===== src/rtl/core/multi_button_event_scanner_unit_defines.svh =====
// Assertion macros shared by the button event scanner RTL
`ifndef MULTI_BUTTON_EVENT_SCANNER_UNIT_DEFINES_SVH
`define MULTI_BUTTON_EVENT_SCANNER_UNIT_DEFINES_SVH

// Same-cycle implication, sampled on i_clk, off while i_rst_n is low
`define MBES_ASSERT_IMP(lbl, ante, cons, msg) \
    lbl: assert property (@(posedge i_clk) disable iff (!i_rst_n) (ante) |-> (cons)) \
        else $error(msg);

// Next-cycle implication, sampled on i_clk, off while i_rst_n is low
`define MBES_ASSERT_NXT(lbl, ante, cons, msg) \
    lbl: assert property (@(posedge i_clk) disable iff (!i_rst_n) (ante) |=> (cons)) \
        else $error(msg);

`endif


===== src/rtl/core/mbes_pkg.sv =====
// Shared constants and types of the button event scanner
package mbes_pkg;

    localparam int NUM_BUTTONS_DEF = 16;
    localparam int RING_DEPTH_DEF  = 8;

    localparam int CMD_W      = 3;
    localparam int PIN_W      = 16;
    localparam int TIME_W     = 32;
    localparam int KEY_W      = 5;
    localparam int EVC_W      = 2;
    localparam int COUNT_W    = 5;
    localparam int CFG_IDX_W  = 4;
    localparam int CFG_DATA_W = 32;

    localparam logic [CMD_W-1:0] CMD_SCAN        = 3'd0;
    localparam logic [CMD_W-1:0] CMD_POP         = 3'd1;
    localparam logic [CMD_W-1:0] CMD_CLEAR       = 3'd2;
    localparam logic [CMD_W-1:0] CMD_DRAIN_PRESS = 3'd3;
    localparam logic [CMD_W-1:0] CMD_DRAIN_LONG  = 3'd4;

    localparam logic [EVC_W-1:0] EV_PRESSED  = 2'd0;
    localparam logic [EVC_W-1:0] EV_RELEASED = 2'd1;
    localparam logic [EVC_W-1:0] EV_CLICK    = 2'd2;
    localparam logic [EVC_W-1:0] EV_LONG     = 2'd3;

    localparam logic [CFG_IDX_W-1:0] REG_BUTTON_COUNT = 4'd0;
    localparam logic [CFG_IDX_W-1:0] REG_ACTIVE_MASK  = 4'd1;
    localparam logic [CFG_IDX_W-1:0] REG_DEBOUNCE     = 4'd2;
    localparam logic [CFG_IDX_W-1:0] REG_LONG_PRESS   = 4'd3;

    localparam logic [TIME_W-1:0] DEBOUNCE_RST   = 32'd20;
    localparam logic [TIME_W-1:0] LONG_PRESS_RST = 32'd1000;

    typedef enum logic [1:0] {
        PH_IDLE     = 2'd0,
        PH_DEBOUNCE = 2'd1,
        PH_PRESSED  = 2'd2,
        PH_LONG     = 2'd3
    } t_phase;

endpackage


===== src/rtl/core/multi_button_event_scanner_unit.sv =====
// Button event scanner top level: debounce, click and long-press detection with event ring
//
//  channel  | signals                                      | beat taken when
//  ---------+----------------------------------------------+--------------------------
//  in       | i_command, i_pin_levels, i_now               | i_in_valid & o_in_ready
//  out      | o_event_valid, o_key_id, o_event_code,       | o_out_valid & i_out_ready
//           | o_pressed_mask, o_long_press_mask            |
//  cfg      | i_cfg_index, i_cfg_data                      | i_cfg_valid & o_cfg_ready
//
// Scan: accept, then fetch and evaluate steps per button in use, a push step per click,
// then the result; one shared subtract-compare unit does every threshold test.
// Pop and drain: accept, a check and a take per entry taken, a last check if the ring
// runs dry, then the result. Clear and unknown commands: accept and result. The result
// register frees o_in_ready while a finished result waits; a stalled output holds the next
// result in its last step. Reset clears button state and ring pointers, presets registers.
`include "multi_button_event_scanner_unit_defines.svh"

module multi_button_event_scanner_unit #(
    parameter int NUM_BUTTONS = mbes_pkg::NUM_BUTTONS_DEF,
    parameter int RING_DEPTH  = mbes_pkg::RING_DEPTH_DEF
) (
    input  logic                             i_clk,
    input  logic                             i_rst_n,
    input  logic                             i_in_valid,
    output logic                             o_in_ready,
    input  logic [mbes_pkg::CMD_W-1:0]       i_command,
    input  logic [mbes_pkg::PIN_W-1:0]       i_pin_levels,
    input  logic [mbes_pkg::TIME_W-1:0]      i_now,
    output logic                             o_out_valid,
    input  logic                             i_out_ready,
    output logic                             o_event_valid,
    output logic [mbes_pkg::KEY_W-1:0]       o_key_id,
    output logic [mbes_pkg::EVC_W-1:0]       o_event_code,
    output logic [mbes_pkg::PIN_W-1:0]       o_pressed_mask,
    output logic [mbes_pkg::PIN_W-1:0]       o_long_press_mask,
    input  logic                             i_cfg_valid,
    output logic                             o_cfg_ready,
    input  logic [mbes_pkg::CFG_IDX_W-1:0]   i_cfg_index,
    input  logic [mbes_pkg::CFG_DATA_W-1:0]  i_cfg_data
);

    localparam int IDX_W = (NUM_BUTTONS > 1) ? $clog2(NUM_BUTTONS) : 1;
    localparam int CNT_W = $clog2(NUM_BUTTONS + 1);
    localparam int RW    = $clog2(RING_DEPTH);
    localparam int ENT_W = mbes_pkg::KEY_W + mbes_pkg::EVC_W;

    typedef enum logic [2:0] {
        S_IDLE, S_FETCH, S_EVAL, S_PUSH2, S_RCHK, S_RTAKE, S_DONE
    } t_state;

    // configuration registers
    logic [mbes_pkg::COUNT_W-1:0] r_button_count;
    logic [mbes_pkg::PIN_W-1:0]   r_active_mask;
    logic [mbes_pkg::TIME_W-1:0]  r_debounce;
    logic [mbes_pkg::TIME_W-1:0]  r_long_time;

    // sequencer and captured beat
    t_state                       r_state, n_state;
    logic [mbes_pkg::CMD_W-1:0]   r_cmd, n_cmd;
    logic [mbes_pkg::PIN_W-1:0]   r_pins, n_pins;
    logic [mbes_pkg::TIME_W-1:0]  r_now, n_now;
    logic [IDX_W-1:0]             r_idx, n_idx;
    logic [CNT_W-1:0]             used;

    // per-button state
    mbes_pkg::t_phase             r_phase [NUM_BUTTONS];
    mbes_pkg::t_phase             n_phase [NUM_BUTTONS];
    logic [NUM_BUTTONS-1:0]       r_stable, n_stable;
    logic [NUM_BUTTONS-1:0]       r_lfired, n_lfired;
    logic [mbes_pkg::TIME_W-1:0]  start_mem [NUM_BUTTONS];
    logic [mbes_pkg::TIME_W-1:0]  r_start_q;
    logic                         start_we;

    // event ring
    logic [ENT_W-1:0]             ring_mem [RING_DEPTH];
    logic [ENT_W-1:0]             r_ring_q;
    logic [RW-1:0]                r_wr, n_wr, r_rd, n_rd;
    logic                         push_req, push_ok;
    logic [mbes_pkg::EVC_W-1:0]   push_code;
    logic [mbes_pkg::KEY_W-1:0]   push_key;

    // pending result and output register
    logic                         r_ev_valid, n_ev_valid;
    logic [mbes_pkg::KEY_W-1:0]   r_ev_key, n_ev_key;
    logic [mbes_pkg::EVC_W-1:0]   r_ev_code, n_ev_code;
    logic                         r_out_valid, n_out_valid;
    logic                         r_o_ev_valid, n_o_ev_valid;
    logic [mbes_pkg::KEY_W-1:0]   r_o_key, n_o_key;
    logic [mbes_pkg::EVC_W-1:0]   r_o_code, n_o_code;
    logic [mbes_pkg::PIN_W-1:0]   r_o_pmask, n_o_pmask;
    logic [mbes_pkg::PIN_W-1:0]   r_o_lmask, n_o_lmask;

    // datapath helpers
    logic [NUM_BUTTONS-1:0]       raw_vec, in_use, pm_full, lm_full;
    logic [mbes_pkg::TIME_W-1:0]  elapsed, thr;
    logic                         ge, raw, advance, in_acc;
    mbes_pkg::t_phase             cur;
    logic [mbes_pkg::EVC_W-1:0]   want;

    function automatic logic [RW-1:0] ring_next(input logic [RW-1:0] p);
        ring_next = (p == RW'(RING_DEPTH - 1)) ? '0 : p + 1'b1;
    endfunction

    assign o_in_ready  = (r_state == S_IDLE);
    assign o_cfg_ready = 1'b1;
    assign in_acc      = i_in_valid && o_in_ready;

    assign used = (32'(r_button_count) > NUM_BUTTONS) ? CNT_W'(NUM_BUTTONS)
                                                     : CNT_W'(r_button_count);

    // pins beyond the port read as 0, as does their active level
    assign raw_vec = ~(NUM_BUTTONS'(r_pins) ^ NUM_BUTTONS'(r_active_mask));
    assign raw     = raw_vec[r_idx];
    assign cur     = r_phase[r_idx];

    // shared subtract-compare unit
    assign elapsed = r_now - r_start_q;
    assign thr     = (cur == mbes_pkg::PH_DEBOUNCE) ? r_debounce : r_long_time;
    assign ge      = (elapsed >= thr);

    assign push_key = mbes_pkg::KEY_W'(32'(r_idx) + 32'd1);
    assign want     = (r_cmd == mbes_pkg::CMD_DRAIN_PRESS) ? mbes_pkg::EV_PRESSED
                                                           : mbes_pkg::EV_LONG;

    always_comb begin
        for (int i = 0; i < NUM_BUTTONS; i++) begin
            in_use[i]  = (32'(i) < 32'(used));
            pm_full[i] = r_stable[i] & in_use[i];
            lm_full[i] = (r_phase[i] == mbes_pkg::PH_LONG) & in_use[i];
        end
    end

    always_comb begin
        n_state      = r_state;
        n_cmd        = r_cmd;
        n_pins       = r_pins;
        n_now        = r_now;
        n_idx        = r_idx;
        n_phase      = r_phase;
        n_stable     = r_stable;
        n_lfired     = r_lfired;
        n_wr         = r_wr;
        n_rd         = r_rd;
        n_ev_valid   = r_ev_valid;
        n_ev_key     = r_ev_key;
        n_ev_code    = r_ev_code;
        n_out_valid  = r_out_valid && !i_out_ready;
        n_o_ev_valid = r_o_ev_valid;
        n_o_key      = r_o_key;
        n_o_code     = r_o_code;
        n_o_pmask    = r_o_pmask;
        n_o_lmask    = r_o_lmask;
        start_we     = 1'b0;
        push_req     = 1'b0;
        push_code    = mbes_pkg::EV_PRESSED;
        push_ok      = 1'b0;
        advance      = 1'b0;

        case (r_state)
            S_IDLE: begin
                if (in_acc) begin
                    n_cmd      = i_command;
                    n_pins     = i_pin_levels;
                    n_now      = i_now;
                    n_idx      = '0;
                    n_ev_valid = 1'b0;
                    n_ev_key   = '0;
                    n_ev_code  = '0;
                    case (i_command)
                        mbes_pkg::CMD_SCAN: begin
                            n_state = (used == '0) ? S_DONE : S_FETCH;
                        end
                        mbes_pkg::CMD_POP, mbes_pkg::CMD_DRAIN_PRESS,
                        mbes_pkg::CMD_DRAIN_LONG: begin
                            n_state = S_RCHK;
                        end
                        mbes_pkg::CMD_CLEAR: begin
                            for (int i = 0; i < NUM_BUTTONS; i++) begin
                                n_phase[i] = mbes_pkg::PH_IDLE;
                            end
                            n_stable = '0;
                            n_lfired = '0;
                            n_wr     = '0;
                            n_rd     = '0;
                            n_state  = S_DONE;
                        end
                        default: begin
                            n_state = S_DONE;
                        end
                    endcase
                end
            end
            // start time of this button lands in r_start_q
            S_FETCH: begin
                n_state = S_EVAL;
            end
            S_EVAL: begin
                advance = 1'b1;
                case (cur)
                    mbes_pkg::PH_IDLE: begin
                        if (raw != r_stable[r_idx]) begin
                            n_phase[r_idx] = mbes_pkg::PH_DEBOUNCE;
                            start_we       = 1'b1;
                        end
                    end
                    mbes_pkg::PH_DEBOUNCE: begin
                        if (raw == r_stable[r_idx]) begin
                            n_phase[r_idx] = mbes_pkg::PH_IDLE;
                        end else if (ge) begin
                            n_stable[r_idx] = raw;
                            push_req        = 1'b1;
                            if (raw) begin
                                n_phase[r_idx]  = mbes_pkg::PH_PRESSED;
                                start_we        = 1'b1;
                                n_lfired[r_idx] = 1'b0;
                                push_code       = mbes_pkg::EV_PRESSED;
                            end else begin
                                n_phase[r_idx] = mbes_pkg::PH_IDLE;
                                push_code      = mbes_pkg::EV_RELEASED;
                            end
                        end
                    end
                    mbes_pkg::PH_PRESSED: begin
                        if (!raw) begin
                            start_we        = 1'b1;
                            n_stable[r_idx] = 1'b0;
                            n_phase[r_idx]  = mbes_pkg::PH_IDLE;
                            push_req        = 1'b1;
                            push_code       = mbes_pkg::EV_RELEASED;
                            // click follows in the next cycle
                            advance         = 1'b0;
                            n_state         = S_PUSH2;
                        end else if ((r_long_time != '0) && ge && !r_lfired[r_idx]) begin
                            n_lfired[r_idx] = 1'b1;
                            n_phase[r_idx]  = mbes_pkg::PH_LONG;
                            push_req        = 1'b1;
                            push_code       = mbes_pkg::EV_LONG;
                        end
                    end
                    mbes_pkg::PH_LONG: begin
                        if (!raw) begin
                            start_we        = 1'b1;
                            n_stable[r_idx] = 1'b0;
                            n_phase[r_idx]  = mbes_pkg::PH_IDLE;
                            push_req        = 1'b1;
                            push_code       = mbes_pkg::EV_RELEASED;
                        end
                    end
                    default: begin
                        n_phase[r_idx] = mbes_pkg::PH_IDLE;
                    end
                endcase
            end
            S_PUSH2: begin
                push_req  = 1'b1;
                push_code = mbes_pkg::EV_CLICK;
                advance   = 1'b1;
            end
            // entry at the read pointer lands in r_ring_q
            S_RCHK: begin
                n_state = (r_wr == r_rd) ? S_DONE : S_RTAKE;
            end
            S_RTAKE: begin
                n_rd = ring_next(r_rd);
                if ((r_cmd == mbes_pkg::CMD_POP) ||
                    (r_ring_q[mbes_pkg::EVC_W-1:0] == want)) begin
                    n_ev_valid = 1'b1;
                    n_ev_key   = r_ring_q[ENT_W-1:mbes_pkg::EVC_W];
                    n_ev_code  = r_ring_q[mbes_pkg::EVC_W-1:0];
                    n_state    = S_DONE;
                end else begin
                    n_state = S_RCHK;
                end
            end
            S_DONE: begin
                // hold until the output register is free
                if (!r_out_valid || i_out_ready) begin
                    n_out_valid  = 1'b1;
                    n_o_ev_valid = r_ev_valid;
                    n_o_key      = r_ev_key;
                    n_o_code     = r_ev_code;
                    n_o_pmask    = mbes_pkg::PIN_W'(pm_full);
                    n_o_lmask    = mbes_pkg::PIN_W'(lm_full);
                    n_state      = S_IDLE;
                end
            end
            default: begin
                n_state = S_IDLE;
            end
        endcase

        if (push_req) begin
            push_ok = (ring_next(r_wr) != r_rd);
            if (push_ok) begin
                n_wr = ring_next(r_wr);
            end
        end

        if (advance) begin
            if (32'(r_idx) + 32'd1 == 32'(used)) begin
                n_state = S_DONE;
            end else begin
                n_idx   = r_idx + 1'b1;
                n_state = S_FETCH;
            end
        end
    end

    always_ff @(posedge i_clk) begin
        if (!i_rst_n) begin
            r_state        <= S_IDLE;
            r_button_count <= '0;
            r_active_mask  <= '0;
            r_debounce     <= mbes_pkg::DEBOUNCE_RST;
            r_long_time    <= mbes_pkg::LONG_PRESS_RST;
            for (int i = 0; i < NUM_BUTTONS; i++) begin
                r_phase[i] <= mbes_pkg::PH_IDLE;
            end
            r_stable       <= '0;
            r_lfired       <= '0;
            r_wr           <= '0;
            r_rd           <= '0;
            r_out_valid    <= 1'b0;
        end else begin
            r_state     <= n_state;
            r_phase     <= n_phase;
            r_stable    <= n_stable;
            r_lfired    <= n_lfired;
            r_wr        <= n_wr;
            r_rd        <= n_rd;
            r_out_valid <= n_out_valid;
            if (i_cfg_valid) begin
                case (i_cfg_index)
                    mbes_pkg::REG_BUTTON_COUNT: begin
                        r_button_count <= i_cfg_data[mbes_pkg::COUNT_W-1:0];
                    end
                    mbes_pkg::REG_ACTIVE_MASK: begin
                        r_active_mask <= i_cfg_data[mbes_pkg::PIN_W-1:0];
                    end
                    mbes_pkg::REG_DEBOUNCE: begin
                        r_debounce <= i_cfg_data;
                    end
                    mbes_pkg::REG_LONG_PRESS: begin
                        r_long_time <= i_cfg_data;
                    end
                    default: begin
                    end
                endcase
            end
        end
        r_cmd        <= n_cmd;
        r_pins       <= n_pins;
        r_now        <= n_now;
        r_idx        <= n_idx;
        r_ev_valid   <= n_ev_valid;
        r_ev_key     <= n_ev_key;
        r_ev_code    <= n_ev_code;
        r_o_ev_valid <= n_o_ev_valid;
        r_o_key      <= n_o_key;
        r_o_code     <= n_o_code;
        r_o_pmask    <= n_o_pmask;
        r_o_lmask    <= n_o_lmask;
    end

    // start-time store: one write and one registered read per cycle
    always_ff @(posedge i_clk) begin
        if (start_we) begin
            start_mem[r_idx] <= r_now;
        end
        r_start_q <= start_mem[r_idx];
    end

    // event ring store
    always_ff @(posedge i_clk) begin
        if (push_ok) begin
            ring_mem[r_wr] <= {push_key, push_code};
        end
        r_ring_q <= ring_mem[r_rd];
    end

    assign o_out_valid       = r_out_valid;
    assign o_event_valid     = r_o_ev_valid;
    assign o_key_id          = r_o_key;
    assign o_event_code      = r_o_code;
    assign o_pressed_mask    = r_o_pmask;
    assign o_long_press_mask = r_o_lmask;

    `MBES_ASSERT_NXT(a_push_keeps_gap, push_ok, r_wr != r_rd, "ring push filled the last slot")
    `MBES_ASSERT_IMP(a_long_is_pressed, o_out_valid, (o_long_press_mask & ~o_pressed_mask) == '0, "long-press bit without pressed bit")
    `MBES_ASSERT_IMP(a_empty_result, o_out_valid && !o_event_valid, (o_key_id == '0) && (o_event_code == '0), "empty result carries event fields")
    `MBES_ASSERT_IMP(a_scan_in_range, r_state == S_EVAL, 32'(r_idx) < 32'(used), "scan index beyond buttons in use")

endmodule


===== config.mk =====
export PLATFORM = sky130hd
export DESIGN_NAME = multi_button_event_scanner_unit
export DESIGN_NICKNAME = d
export VERILOG_FILES = /design/src/rtl/core/mbes_pkg.sv /design/src/rtl/core/multi_button_event_scanner_unit.sv
export VERILOG_INCLUDE_DIRS = /design/src /design/src/rtl/core
export SDC_FILE = /design/constraint.sdc
export NUM_CORES = 1
export LEC_CHECK = 0
export BUFFER_PORTS_ARGS = -buffer_cell sky130_fd_sc_hd__clkbuf_2
export CORE_MARGIN = 4
export CORE_UTILIZATION = 35
export DETAILED_ROUTE_END_ITERATION = 7
export HOLD_SLACK_MARGIN = 0.06
export SLEW_MARGIN = 20
export SYNTH_ARGS = -nofsm -noshare
export SYNTH_HDL_FRONTEND = slang
export SYNTH_SLANG_ARGS = --single-unit

===== constraint.sdc =====
create_clock -name i_clk -period 8.8 [get_ports i_clk]
set_input_delay 1.32 -clock i_clk [delete_from_list [all_inputs] [get_ports i_clk]]
set_output_delay 1.32 -clock i_clk [all_outputs]
set_load 0.02 [all_outputs]

* Word level (Yosys, flattened, before mapping)
Memories as Yosys holds them, arrays and structs flattened. A register that Yosys moved wholly into a read port is not among the register bits.
Cells that the tools add are included.
** Word-level totals
- Register bits :: 262
- Memory bits (writable) :: 568
- Logic and storage cells :: 315
- Memories kept :: 2
** Cells by class
- Add/subtract/negate cells :: 5
- Magnitude comparators :: 22
- Eq/ne operators :: 62
- Muxes and demuxes :: 105
- Bitwise logic cells :: 48
- Reductions and logical operators :: 33
** Memories
- start_mem :: depth 16, width 32, read ports 1, clocked after Yosys merged registers in 1, write ports 1, line multi_button_event_scanner_unit.sv:70 : logic [mbes_pkg::TIME_W-1:0] start_mem [NUM_BUTTONS];
- ring_mem :: depth 8, width 7, read ports 1, clocked after Yosys merged registers in 1, write ports 1, line multi_button_event_scanner_unit.sv:75 : logic [ENT_W-1:0] ring_mem [RING_DEPTH];
** Operators with widths (number)
- 32-bit 2-to-1 mux :: 10
- 16-bit 2-to-1 mux :: 10
- 16-bit one-hot mux with 2 select lines :: 4
- 32-bit one-hot mux with 4 select lines :: 1
- 16-bit AND :: 4
- 16-bit inverter :: 4
- 32-bit one-hot mux with 2 select lines :: 1
- 3-bit 2-to-1 mux :: 16
- 16-bit OR :: 3
- 4-bit by 5-bit less-than comparator with 1-bit output (first input constant) :: 8
- 2-bit == test (second input constant) :: 18
- 3-bit != test (second input constant) :: 11
- 1-bit AND :: 32
- 32-bit AND :: 1
- 32-bit greater-or-equal comparator :: 1
- 32-bit inverter :: 1
- 32-bit OR :: 1
- 32-bit nonzero test :: 1
- 32-bit subtractor :: 1
- 1-bit 2-to-1 mux :: 27
- 3-bit one-hot mux with 7 select lines :: 1
- 3-bit by 5-bit less-than comparator with 1-bit output (first input constant) :: 4
- 2-bit 2-to-1 mux :: 10
- 3-bit == test (second input constant) :: 6
- 56 further kinds :: 99

* Depth between registers and ports, before layout
- Word-level depth :: 16
- Depth in mapped cells :: 25

* Worst setup path after synthesis
OpenSTA, ideal clock, no wires.
- Path type :: register to register
- From :: reg r_now[10] (netlist bit)
- To :: mem start_mem[14][0] (netlist bit), enable pin
- Library setup time :: 0.421 ns
- Arrival :: 6.054 ns
- Setup slack :: 2.324 ns
- Cell stages (with the launch flop) :: 20
- Buffers on the path :: 1
- Clock period less this slack :: 6.476 ns
- Cells stage by stage :: edfxtp_1 > ha_1 > a41oi_1 > o21ai_0 > or3_1 > o21ai_1 > a21oi_1 > or4_1 > a2111oi_0 > or2_2 > o311ai_0 > ha_1 > nand4_1 > nor2_1 > o211a_1 > nor3_1 > o21ai_0 > o211ai_1 > clkbuf_1 > nor2_1
** On the way
- Word-level cells in the longest chain between the ends :: 8
** RTL lines
- start: declaration :: line multi_button_event_scanner_unit.sv:61 : logic [mbes_pkg::TIME_W-1:0] r_now, n_now;
- start signal: assignment :: line multi_button_event_scanner_unit.sv:353 : r_now <= n_now;
- 32-bit subtractor :: line multi_button_event_scanner_unit.sv:117 : assign elapsed = r_now - r_start_q;
- 32-bit greater-or-equal comparator :: line multi_button_event_scanner_unit.sv:119 : assign ge = (elapsed >= thr);
- 1-bit 2-to-1 mux :: line multi_button_event_scanner_unit.sv:209 : end else if (ge) begin
- 1-bit 2-to-1 mux :: line multi_button_event_scanner_unit.sv:207 : if (raw == r_stable[r_idx]) begin
- 1-bit one-hot mux with 3 select lines :: line multi_button_event_scanner_unit.sv:199 : case (cur)
- 1-bit 2-to-1 mux :: line multi_button_event_scanner_unit.sv:159 : case (r_state)
- 1-bit 2-to-1 mux :: line multi_button_event_scanner_unit.sv:367 : if (start_we) begin
- 1-bit 2-to-1 mux (not written as such) :: line multi_button_event_scanner_unit.sv:368 : start_mem[r_idx] <= r_now;
- end: declaration :: line multi_button_event_scanner_unit.sv:70
No other way between the ends.

* Worst setup path after layout
- From :: reg r_now[10] (netlist bit)
- To :: mem start_mem[7][9] (netlist bit), enable pin
The elaborated chain is that of the path after synthesis.

==> results.yml <==
final_layout:
  nets: 2665
  syn2layout_area_growth_pct: 14.6
  fill_cells: 9196
  drive_above_1_share_pct: 22.1
  insertedDiodeCount: 0
  final_core_util_pct: 40.6
worst_setup_path:
  rrSetupSlack_ns: 1.53
  crit_fanout: 22
  arrival_ns: 7.63
  r2r_end: "start_mem[7][9]$_DFFE_PP_"
  start_kind: "register"
  rr_startpoint: "r_now[10]$_DFFE_PP_"
  worstSetupPathType: "reg2reg"
  crit_slowest_cell: "a2111oi_1"
  r2r_cells: 20
  crit_required_ns: 9.16
  critPathCaptureType: "register"
  critPathTopFamily: "compound AO/OA/AOI/OAI gates"
  cpPeakStageDelay_ns: 0.89
  path_buf_inv: 2
  crit_path_cell_trace: "ha_1, a41oi_1, o21ai_0, or3_1, o21ai_1, a21oi_1, or4_1, a2111oi_1, or2_2, o311ai_0, ha_1, nand4_1, nor2_1, o211a_1, nor3_1, o21ai_0, o211ai_1, buf_4, nor2_4, buf_4"
yosys:
  yosysSeqAreaShare_pct: 66.7
  yosysTopAreaCell: "edfxtp_1"
  avgSynthCellArea_um2: 15.3
  ys_top_cells_by_area: "edfxtp_1 55%, mux4_2 12%, dfxtp_1 11%"
  syn-num-nets: 2529
  synth_flop_cell: "edfxtp_1"
  synth_edf_count: 667
  netlist.area_leader.share_pct: 55.5
  synthCells: 2365
  yosysWarnings: 0
  yosysMostFrequentCell: "edfxtp_1"
  synthTopCellsByCount: "667 x edfxtp_1, 254 x nand2_1, 202 x dfxtp_1, 196 x mux4_2, 132 x nor2_1"
  yosysUniqueCellTypes: 71
  synth_area_um2: 36100
  ys_async_sr_fraction_pct: 0
  ys_seq_elements: 869
global_route:
  grt_max_degree: 133
  track_usage_pct: 16.9
  grt_first_pass_wirelength_um: 138000
  antenna_found_initial: 2
  grt_pass1_vias: 21400
  grt_overflow: 0
cts:
  cts-resized-gates: 0
  cts_htree_levels: 3
  cts_buffers: 89
  cts_hold_buf: 0
  cts.clk_slew.worst_paths_ns: 0.06
  cts_buffer_depth: 3
  post_cts_buffers: 0
  root_buffer: "clkbuf_16"
  clock_latency_ns: 0.66
  cts.sinks: 869
  cts_tree: "done"
die:
  core_um2: 102000
  die-area_um2: 108000
  placementRows: 117
  die_h_um: 329
  io-pin-count: 135
  start_util_pct: 35.4
  die-width_um: 329
sta:
  max_freq_mhz: 138
  hold_viol_final: 0
  finalSetupViolations: 0
  finalSetupTns_ns: 0
  tightest_slew_ns: 1.18
  finalClockSkew_ns: 0.0490
  period_needed_ns: 7.27
  report.final.slew_viol_count: 0
  maxSlewHeadroom_pct: 20.4
  fin_ws_ns: 1.53
  finalCritPeriodShare_pct: 82.6
  grt_setup_unrepaired: "false"
flow_run:
  drv_cap: 0
power_and_ir_drop:
  total_power_w: 0.0126
  powerDensity_nw_per_um2: 304
  total_leakage_power_nw: 13.9
  ir_worst_vdd_mv: 0.186
route:
  wl_per_cell_um: 23.5
  num_vias: 21300
  viasPerCell: 5.40
  totalWireLength_um: 92800
  final_antenna_net_count: 0
  drt_pass1_iterations: 5
  dr.first_iter.drc_count: 2112
  drc: 0
hold_path:
  hp-start: "r_ev_code[1]$_SDFFCE_PN0P_"
  hold_depth: 0
  hold_end: "o_event_code[1]$_DFFE_PP_"
  min_path_type: "reg2reg"
outcome:
  status: "finished, final reports clean"
place:
  gp_congestion: 0.846
  dp_hpwl_um: 60500
  io_buffers: 133
  dp_slack_ns: 1.51
## metal layers
metal	vias to the layer above	share of wire, %	GRT usage, %
li1	9407	-	-
met1	10900	44	24.0
met2	808	46	26.3
met3	149	8.1	4.15
met4	2	2.3	4.30
met5	-	0.014	0
## placed cells by master (no fill, tap or decap), types with 9 or more instances in the layout
cell and n:
nor2b_1 14, o21ai_0 63, clkbuf_2 133, mux2i_1 61
inv_1 56, nand2_1 254, buf_4 40, clkbuf_16 90
clkinv_2 20, clkinv_1 10, nor2_1 112, a21oi_1 119
and3_1 9, nor2_4 18, mux4_2 196, ha_1 71
a31oi_1 31, o21a_1 27, a31o_2 10, clkbuf_8 10
clkbuf_1 21, dfxtp_1 198, a21o_1 24, nor4_1 11
and2_1 13, xnor2_1 26, edfxtp_1 667, nand4_1 15
nand3_1 31, xor2_1 28, o2bb2ai_1 16, mux2_2 10
nor3_1 31
## power breakdown
part | switching [W] | internal (W) | total [W] | leakage (nW)
logic | 0.00218 | 0.00150 | 0.00368 | 4.75
registers | 0.000307 | 0.00487 | 0.00518 | 7.69
clock network | 0.00159 | 0.00213 | 0.00372 | 1.42
## flip-flops by register name, indices dropped and copies added, names as in the netlist, 7 cells and up
| register | flops |
|---|---|
| r_stable | 16 |
| r_debounce | 32 |
| r_ring_q | 7 |
| o_long_press_mask | 16 |
| r_lfired | 16 |
| r_start_q | 32 |
| ring_mem | 56 |
| r_pins | 16 |
| r_phase | 32 |
| o_pressed_mask | 16 |
| r_long_time | 32 |
| r_now | 32 |
| r_active_mask | 16 |
| start_mem | 512 |
## worst max path at each step
stage	startpoint	to	slack, ns	depth (start not counted)
floorplan	r_now[10]$_DFFE_PP_	start_mem[14][0]$_DFFE_PP_	2.32	19
global placement	r_now[10]$_DFFE_PP_	start_mem[7][11]$_DFFE_PP_	1.38	20
detailed placement	r_now[10]$_DFFE_PP_	start_mem[7][10]$_DFFE_PP_	1.51	20
CTS	r_now[10]$_DFFE_PP_	start_mem[7][7]$_DFFE_PP_	1.49	20
global route	r_now[10]$_DFFE_PP_	start_mem[7][7]$_DFFE_PP_	0.96	20
finish	r_now[10]$_DFFE_PP_	start_mem[7][9]$_DFFE_PP_	1.53	20
## logic make-up (layout without fill, tap and decap cells)
logic type      Yosys count  count (layout)  synth area share [%]
flops                   869             869                  66.7
fa+ha+maj                72              72                  2.52
simple gates            556             556                  6.87
xor+xnor                 54              54                  1.31
compound gates          356             356                  6.27
mux                     267             267                  14.2
buf+inv                 190             399                  2.10
other cells               1               1                0.0104
## area by class of cell
cell class	count	area, um^2	area share, %
clock inverters	43	432	1.04
repair buffers	175	997	2.41
inverters	60	226	0.547
flip-flops and latches	869	24100	58.2
well taps	1368	1710	4.14
clock buffers	121	2470	5.97
multi-input cells	1306	11500	27.7
## through the flow
| step | cells | cell area, um^2 | hold slack [ns] |
|---|---|---|---|
| after global routing | 3942 | 41400 | 0.423 |
| after CTS | 3942 | 41300 | 0.418 |
| after global placement | 3778 | 38400 | 0.402 |
| after detailed placement | 3778 | 38400 | 0.405 |
| after floorplan | 2365 | 36100 | 0.400 |
| final | 3942 | 41400 | 0.417 |
(Power assumes the default switching activity.)
